===== config.mk =====
export PLATFORM = sky130hd
export DESIGN_NAME = supply_voltage_from_bandgap_filter
export DESIGN_NICKNAME = d
export VERILOG_FILES = /design/src/rtl/svbf_pkg.sv /design/src/rtl/svbf_ctrl.sv /design/src/rtl/svbf_dp.sv /design/src/rtl/supply_voltage_from_bandgap_filter.sv
export SDC_FILE = /design/constraint.sdc
export NUM_CORES = 1
export LEC_CHECK = 0
export ABC_AREA = 1
export BUFFER_PORTS_ARGS = -buffer_cell sky130_fd_sc_hd__buf_2
export CAP_MARGIN = 10
export CORE_MARGIN = 2
export CORE_UTILIZATION = 62
export CTS_CLUSTER_DIAMETER = 40
export CTS_CLUSTER_SIZE = 30
export DETAILED_ROUTE_END_ITERATION = 16
export PLACE_DENSITY = 0.81
export RECOVER_POWER = 50
export SLEW_MARGIN = 20
export SYNTH_ARGS = -nofsm -noshare
export SYNTH_HDL_FRONTEND = slang
export SYNTH_SLANG_ARGS = --single-unit

===== constraint.sdc =====
create_clock -name clk -period 4.5 [get_ports clk]
set_input_delay 0.9 -clock clk [delete_from_list [all_inputs] [get_ports clk]]
set_output_delay 0.9 -clock clk [all_outputs]
set_load 0.1 [all_outputs]

===== src/rtl/svbf_pkg.sv =====
// Shared types and constants for the bandgap supply voltage filter.
package svbf_pkg;

    localparam int ADC_SAMPLE_W = 10;
    localparam int SCALE_W      = 24;
    localparam int MV_W         = 16;
    localparam int FILT_W       = 24;
    localparam int CFG_INDEX_W  = 2;
    localparam int CFG_DATA_W   = 24;

    localparam int FILTER_SHIFT_DEFAULT = 7;
    localparam int ADC_BITS_DEFAULT     = 10;

    localparam logic [SCALE_W-1:0] SCALE_RESET     = 24'd1126400;
    localparam logic [MV_W-1:0]    THRESHOLD_RESET = 16'd1000;
    localparam logic [MV_W-1:0]    MV_MAX          = 16'hFFFF;
    localparam logic [FILT_W-1:0]  FILT_MAX        = 24'hFFFFFF;

    localparam logic [CFG_INDEX_W-1:0] REG_REFERENCE_SCALE = 2'd0;
    localparam logic [CFG_INDEX_W-1:0] REG_RESEED_THRESHOLD = 2'd1;

    typedef struct packed {
        logic load;      // capture request and start divide
        logic div_step;  // one quotient bit
        logic update;    // filter update and result write
    } svbf_cmd_t;

    typedef struct packed {
        logic sample_zero;
        logic div_last;
    } svbf_status_t;

endpackage


===== src/rtl/svbf_ctrl.sv =====
// Sequencer for request capture, divide, filter update and result handoff.
module svbf_ctrl
    import svbf_pkg::*;
(
    input  logic         clk,
    input  logic         rst_n,
    input  logic         in_valid,
    output logic         in_ready,
    output logic         out_valid,
    input  logic         out_ready,
    input  svbf_status_t status,
    output svbf_cmd_t    cmd
);

    localparam logic [1:0] S_IDLE = 2'd0;
    localparam logic [1:0] S_DIV  = 2'd1;
    localparam logic [1:0] S_UPD  = 2'd2;

    logic [1:0] state_reg;
    logic [1:0] state_next;
    logic       out_valid_reg;
    logic       out_valid_next;
    logic       out_free;

    assign out_free  = !out_valid_reg || out_ready;
    assign in_ready  = (state_reg == S_IDLE);
    assign out_valid = out_valid_reg;

    always_comb
    begin
        state_next     = state_reg;
        cmd            = '0;
        out_valid_next = out_valid_reg && !out_ready;
        unique case (state_reg)
            S_IDLE:
            begin
                if (in_valid)
                begin
                    cmd.load   = 1'b1;
                    state_next = S_DIV;
                end
            end
            S_DIV:
            begin
                cmd.div_step = 1'b1;
                if (status.div_last || status.sample_zero)
                begin
                    state_next = S_UPD;
                end
            end
            S_UPD:
            begin
                if (out_free)
                begin
                    cmd.update     = 1'b1;
                    out_valid_next = 1'b1;
                    state_next     = S_IDLE;
                end
            end
            default:
            begin
                state_next = S_IDLE;
            end
        endcase
    end

    always_ff @(posedge clk or negedge rst_n)
    begin
        if (!rst_n)
        begin
            state_reg     <= S_IDLE;
            out_valid_reg <= 1'b0;
        end
        else
        begin
            state_reg     <= state_next;
            out_valid_reg <= out_valid_next;
        end
    end

endmodule


===== src/rtl/svbf_dp.sv =====
// Datapath: config registers, restoring divider, filter register, result register.
module svbf_dp
    import svbf_pkg::*;
#(
    parameter int FILTER_SHIFT = FILTER_SHIFT_DEFAULT,
    parameter int ADC_BITS     = ADC_BITS_DEFAULT
)
(
    input  logic                   clk,
    input  logic                   rst_n,
    input  logic                   cfg_write,
    input  logic [CFG_INDEX_W-1:0] cfg_index,
    input  logic [CFG_DATA_W-1:0]  cfg_data,
    input  logic [ADC_SAMPLE_W-1:0] adc_sample,
    input  logic                   restart,
    input  svbf_cmd_t              cmd,
    output svbf_status_t           status,
    output logic [MV_W-1:0]        voltage_mv
);

    localparam int SAMPLE_W = (ADC_BITS < ADC_SAMPLE_W) ? ADC_BITS : ADC_SAMPLE_W;
    localparam int CNT_W    = $clog2(SCALE_W);
    localparam int W        = FILT_W + FILTER_SHIFT;

    logic [SCALE_W-1:0]  scale_reg;
    logic [MV_W-1:0]     thr_reg;
    logic [FILT_W-1:0]   filt_reg;
    logic [SCALE_W-1:0]  quo_reg;
    logic [SAMPLE_W-1:0] rem_reg;
    logic [SAMPLE_W-1:0] divisor_reg;
    logic [CNT_W-1:0]    cnt_reg;
    logic                zero_reg;
    logic [MV_W-1:0]     voltage_reg;

    logic [SAMPLE_W-1:0] sample;
    logic [SAMPLE_W:0]   trial;
    logic [SAMPLE_W:0]   diff;
    logic                ge;
    logic [MV_W-1:0]     mv;
    logic [W-1:0]        filt_ext;
    logic [W-1:0]        thr_ext;
    logic [W-1:0]        reseed_val;
    logic [W-1:0]        decay_val;
    logic [W-1:0]        raw_next;
    logic [FILT_W-1:0]   filt_next;
    logic [FILT_W-1:0]   out_shift;

    assign sample = adc_sample[SAMPLE_W-1:0];

    // Restoring divide, one quotient bit per step; numerator shifts out of quo_reg.
    assign trial = {rem_reg, quo_reg[SCALE_W-1]};
    assign diff  = trial - {1'b0, divisor_reg};
    assign ge    = (trial >= {1'b0, divisor_reg});

    assign status.sample_zero = zero_reg;
    assign status.div_last    = (cnt_reg == '0);

    always_comb
    begin
        if (zero_reg)
        begin
            mv = '0;
        end
        else if (|quo_reg[SCALE_W-1:MV_W])
        begin
            mv = MV_MAX;
        end
        else
        begin
            mv = quo_reg[MV_W-1:0];
        end
    end

    // Decay is filt*(2^S-1) >> S, done as (filt<<S - filt) >> S.
    assign filt_ext   = W'(filt_reg);
    assign thr_ext    = W'(thr_reg) << FILTER_SHIFT;
    assign reseed_val = W'(mv) << FILTER_SHIFT;
    assign decay_val  = ((filt_ext << FILTER_SHIFT) - filt_ext) >> FILTER_SHIFT;
    assign raw_next   = (filt_ext < thr_ext) ? reseed_val : (decay_val + W'(mv));
    assign filt_next  = (raw_next > W'(FILT_MAX)) ? FILT_MAX : raw_next[FILT_W-1:0];
    assign out_shift  = filt_next >> FILTER_SHIFT;

    assign voltage_mv = voltage_reg;

    always_ff @(posedge clk or negedge rst_n)
    begin
        if (!rst_n)
        begin
            scale_reg <= SCALE_RESET;
            thr_reg   <= THRESHOLD_RESET;
            filt_reg  <= '0;
            cnt_reg   <= '0;
            zero_reg  <= 1'b0;
        end
        else
        begin
            if (cfg_write)
            begin
                case (cfg_index)
                    REG_REFERENCE_SCALE:  scale_reg <= cfg_data[SCALE_W-1:0];
                    REG_RESEED_THRESHOLD: thr_reg   <= cfg_data[MV_W-1:0];
                    default:              ;
                endcase
            end
            if (cmd.load)
            begin
                cnt_reg  <= CNT_W'(SCALE_W - 1);
                zero_reg <= (sample == '0);
                if (restart)
                begin
                    filt_reg <= '0;
                end
            end
            else
            begin
                if (cmd.div_step && (cnt_reg != '0))
                begin
                    cnt_reg <= cnt_reg - 1'b1;
                end
                if (cmd.update)
                begin
                    filt_reg <= filt_next;
                end
            end
        end
    end

    always_ff @(posedge clk)
    begin
        if (cmd.load)
        begin
            quo_reg     <= scale_reg;
            rem_reg     <= '0;
            divisor_reg <= sample;
        end
        else if (cmd.div_step)
        begin
            quo_reg <= {quo_reg[SCALE_W-2:0], ge};
            rem_reg <= ge ? diff[SAMPLE_W-1:0] : trial[SAMPLE_W-1:0];
        end
        if (cmd.update)
        begin
            voltage_reg <= (|out_shift[FILT_W-1:MV_W]) ? MV_MAX : out_shift[MV_W-1:0];
        end
    end

endmodule


===== src/rtl/supply_voltage_from_bandgap_filter.sv =====
// Supply voltage monitor: bandgap ADC reading to filtered supply millivolts.
// Each request is taken from idle and goes through the restoring divider that
// forms reference_scale / adc_sample one quotient bit per cycle, and then the
// filter update, after which in_ready returns and the result is loaded. A zero
// reading ends the divide after its first step, then goes to the update. The
// result sits in an output register, so the next request is taken while it
// waits; the update stalls only if the previous result is still unclaimed.
// Configuration writes are always accepted (cfg_ready is high) and must only
// be issued while the block is idle; indexes beyond the register list are ignored.
module supply_voltage_from_bandgap_filter
    import svbf_pkg::*;
#(
    parameter int FILTER_SHIFT = FILTER_SHIFT_DEFAULT,
    parameter int ADC_BITS     = ADC_BITS_DEFAULT
)
(
    input  logic                    clk,
    input  logic                    rst_n,
    input  logic                    cfg_valid,
    output logic                    cfg_ready,
    input  logic [CFG_INDEX_W-1:0]  cfg_index,
    input  logic [CFG_DATA_W-1:0]   cfg_data,
    input  logic                    in_valid,
    output logic                    in_ready,
    input  logic [ADC_SAMPLE_W-1:0] adc_sample,
    input  logic                    restart,
    output logic                    out_valid,
    input  logic                    out_ready,
    output logic [MV_W-1:0]         voltage_mv
);

    svbf_cmd_t    cmd;
    svbf_status_t status;

    assign cfg_ready = 1'b1;

    svbf_ctrl u_ctrl (
        .clk       (clk),
        .rst_n     (rst_n),
        .in_valid  (in_valid),
        .in_ready  (in_ready),
        .out_valid (out_valid),
        .out_ready (out_ready),
        .status    (status),
        .cmd       (cmd)
    );

    svbf_dp #(
        .FILTER_SHIFT (FILTER_SHIFT),
        .ADC_BITS     (ADC_BITS)
    ) u_dp (
        .clk        (clk),
        .rst_n      (rst_n),
        .cfg_write  (cfg_valid && cfg_ready),
        .cfg_index  (cfg_index),
        .cfg_data   (cfg_data),
        .adc_sample (adc_sample),
        .restart    (restart),
        .cmd        (cmd),
        .status     (status),
        .voltage_mv (voltage_mv)
    );

endmodule


==> metrics.md <==
| Metric | Value |
|---|---|
| Met3 usage | `8.59%` |
| Aggregate routed wire length | `25,900 um` |
| Count of vias placed by the detailed router | `8,454` |
| Worst setup margin | `0.216 ns` |
| Portion of synthesized cell area occupied by the leading cell type | `17.4%` |
| Crit path max-delay cell type | `dfrtp_1` |
| Length of the first detailed-routing pass in iterations | `7` |
| Via count of the first global-routing pass | `7,940` |
| Share of the core filled with cells | `71.0%` |
| Area of the core | `14,400 um2` |
| Number of design-rule violations left by the first detailed-router iteration | `991` |
| Measured slew at the worst slew-check pin | `1.84 ns` |
| Final-layout fill cell count | `1,148` |
| GR Util met1 | `46.2%` |
| Number of hold-repair buffers added at the cts stage | `0` |
| Commonest cells after routing, fill and taps aside | `nand2_1 (388), inv_1 (168), nor2_1 (93), o21ai_0 (91), nand3_1 (65)` |
| Critical Path, Cell by Cell | `inv_1 > ha_1 > nand2_1 > nor2_1 > nand2_1 > a21oi_4 > a31oi_1 > o31ai_2 > xor2_1 > ha_1 > nand2_1 > nor4_1 > nand2_1 > nand2_1 > nand3_2 > nor2_4 > nand3_4 > buf_4 > nand2_1 > nand2_1 > o21ai_2` |
| Proportion of synthesized flip-flops having asynchronous set or reset | `54.9%` |
| Kind of critical path | `register to register` |
| Largest net degree at the start of global routing | `74` |
| Number of vias per cell after detailed routing | `5.68` |
| Post-route DRC violation count | `0` |
| Post-DRT Antenna Nets | `0` |
| Most used flip-flop cell after synthesis | `dfrtp_1` |
| Relative slew slack | `-22.9%` |
| I/O pins | `61` |
| Cell area reported after detailed placement | `9550 um2` |
| Final estimated routing congestion in global placement | `1.09` |
| Most used cell along the critical path | `nand2_1` |
| Antenna diodes | `0` |
| Beginning of the critical path | `u_dp.filt_reg[7]` |
| Post-Syn Area | `9030 um2` |
| CTS Buf Count | `17` |
| TritonCTS clock tree | `done` |
| Floorplan die width | `125 um` |
| Worst-Skew Late Latency | `0.43 ns` |
| Yosys warnings | `0` |
| Clock Skew | `0.0101 ns` |
| GRT Util Overall | `34.3%` |
| Post-route minimum period | `4.28 ns` |
| Top Usage Layer GRT | `met2` |
| Type of the tightest min-delay check | `register to register` |
| CTS root buf | `clkbuf_16` |
| Setup-failing EPs final | `0` |
| Total congestion overflow | `0` |
| Number of cells produced by synthesis | `1,224` |
| First-pass GRT wire length | `41,500 um` |
| CP top delay family | `simple AND/OR/NAND/NOR gates` |
| Maximum fanout count along the critical path | `13` |
| Die height | `125 um` |
| Number of buffers on the longest clock path | `2` |
| Required time reported for the critical path endpoint | `4.85 ns` |
| Library cells used by synthesis | `48` |
| H-tree depth | `4` |
| Failing checks | `max-capacitance violations, max-slew violations` |
| Layout Area Growth over Synthesis | `12.9%` |
| DIE AREA | `15,600 um2` |
| Cells taking the most area after synthesis | `dfrtp_1 (17%), edfxtp_1 (17%), nand2_1 (16%)` |
| Result of the run | `finished with violations` |
| Cell taking the most area after synthesis | `dfrtp_1` |
| Launch point of the worst reg-to-reg path | `u_dp.filt_reg[7]` |
| Nets in the synthesized netlist | `1,328` |
| Placement row count | `44` |
| Final count of hold timing violations | `0` |
| Total count of max-transition violations in the final report | `115` |
| Register clock-pin slew on the reported worst setup and hold paths | `0.06 ns` |
| Final-stage net count | `1,396` |
| Achievable Freq | `233 MHz` |
| Syn Area/Cell | `7.38 um2` |
| Half-perimeter wire length after placement | `19,500 um` |
| Sequential area share after synthesis | `39.2%` |
| Worst endpoint data arrival time | `4.63 ns` |
| Global routing met2 resource utilization | `52.6%` |
| Wire length per cell after detailed routing | `17.4 um` |
| Number of buffer and inverter instances along the worst setup path | `2` |
| Effective utilization at floorplan | `62.9%` |
| Most frequent standard cell in the layout excluding fill and tap cells | `nand2_1` |
| Worst Min Path Start | `u_dp.thr_reg[7]` |
| Placement Setup Slack | `0.223 ns` |
| # clock sinks | `133` |
| MaxCap Viol Count | `2` |
| Final period util | `95.2%` |
| Flop and latch count out of synthesis | `133` |
| Antenna violations before repair | `0` |
| Count of buffers inserted at the top-level ports | `59` |
| Endpoint type of the worst setup path | `register` |
| Fraction of layout instances using a drive strength above 1 | `12.9%` |
| Number of flops mapped to enable cells by yosys | `50` |
| Slowest Stage Delay on Critical Path | `0.45 ns` |
| Final standard cell area without fillers | `10,200 um2` |
| CP Launch Type | `register` |
==> synthesized netlist by cell type (2+ instances only) <==
cell and instances:
dfstp_2 10, or2_2 7, edfxtp_1 50, dfxtp_1 10, nor3_1 7, nand3_2 5
nor3_2 4, xnor2_1 11, o22ai_1 3, xor2_1 21, nand4_1 14, o21bai_1 2
nor4_1 5, o21ai_2 5, o21ai_0 91, clkbuf_1 21, ha_1 60, o31ai_1 2
inv_1 168, nand2_2 11, nand3_1 65, a31oi_1 6, fa_1 2, mux2_2 8
buf_2 3, nor2_2 8, nand3b_1 4, inv_2 4, nor2_1 94, nor2_4 2
a21o_1 4, buf_6 3, a21oi_1 50, nand2_1 388, dfrtp_1 63
==> through the flow <==
step,hold WS (ns),TNS (ns),std cells
floorplan,0.453,0,1224
global placement,0.468,0,1454
detailed placement,0.478,0,1454
CTS,0.493,0,1486
global route,0.509,-0.00565,1489
finish,0.489,0,1489
==> worst paths after layout <==
| path | slack [ns] | to | cells past startpoint |
|---|---|---|---|
| max in group asynchronous | 2.43 | u_dp.filt_reg[23] | 1 |
| min reg2reg | 0.49 | u_dp.thr_reg[7] | 2 |
| min in group asynchronous | 0.97 | u_dp.thr_reg[14] | 1 |
| min | 0.49 | u_dp.thr_reg[7] | 2 |
| max | 0.22 | u_dp.filt_reg[4] | 21 |
| max reg2reg | 0.22 | u_dp.filt_reg[4] | 21 |
==> worst reg2reg max path: stages (launching register included) <==
cell	delay [ns]
dfrtp_1	0.45
inv_1	0.11
ha_1	0.35
nand2_1	0.07
nor2_1	0.25
nand2_1	0.16
a21oi_4	0.24
a31oi_1	0.18
o31ai_2	0.25
xor2_1	0.33
ha_1	0.26
nand2_1	0.11
nor4_1	0.27
nand2_1	0.08
nand2_1	0.13
nand3_2	0.14
nor2_4	0.17
nand3_4	0.19
buf_4	0.23
nand2_1	0.06
nand2_1	0.09
o21ai_2	0.09
==> metal layers <==
metal  up-vias  part of all wire, %  wire (um)
met5         -                    0          0
met2       418                   44      11500
met3        90                  9.8       2540
met4         0                  4.7       1220
li1       4094                    -          -
met1      3852                   41      10600
==> logic make-up after synthesis <==
logic type | after synthesis | synth area share (%)
other | 1 | 0.0415
buffers and inverters | 202 | 8.72
adder cells (fa/ha/maj) | 62 | 8.75
AO/OA/AOI/OAI | 169 | 10.1
multiplexers | 8 | 0.997
XOR/XNOR | 32 | 3.10
flip-flops | 133 | 39.2
AND/OR/NAND/NOR | 617 | 29.1
==> final cells by class <==
| cell class | count | area [um2] | area share (%) |
|---|---|---|---|
| Tap cell | 184 | 230 | 2.26 |
| Sequential cell | 133 | 3540 | 34.7 |
| Clock inverter | 11 | 136 | 1.34 |
| Inverter | 173 | 649 | 6.37 |
| Multi-Input combinational cell | 889 | 4730 | 46.4 |
| Timing Repair Buffer | 78 | 419 | 4.11 |
| Clock buffer | 21 | 492 | 4.82 |
==> timing repair <==
item	CTS	global route
resized for setup	0	3
setup endpoints to repair	0	38
buffers inserted	0	2
Power is not shown: default switching activity piles up to over one toggle a cycle in this logic, so the estimate is an artifact.
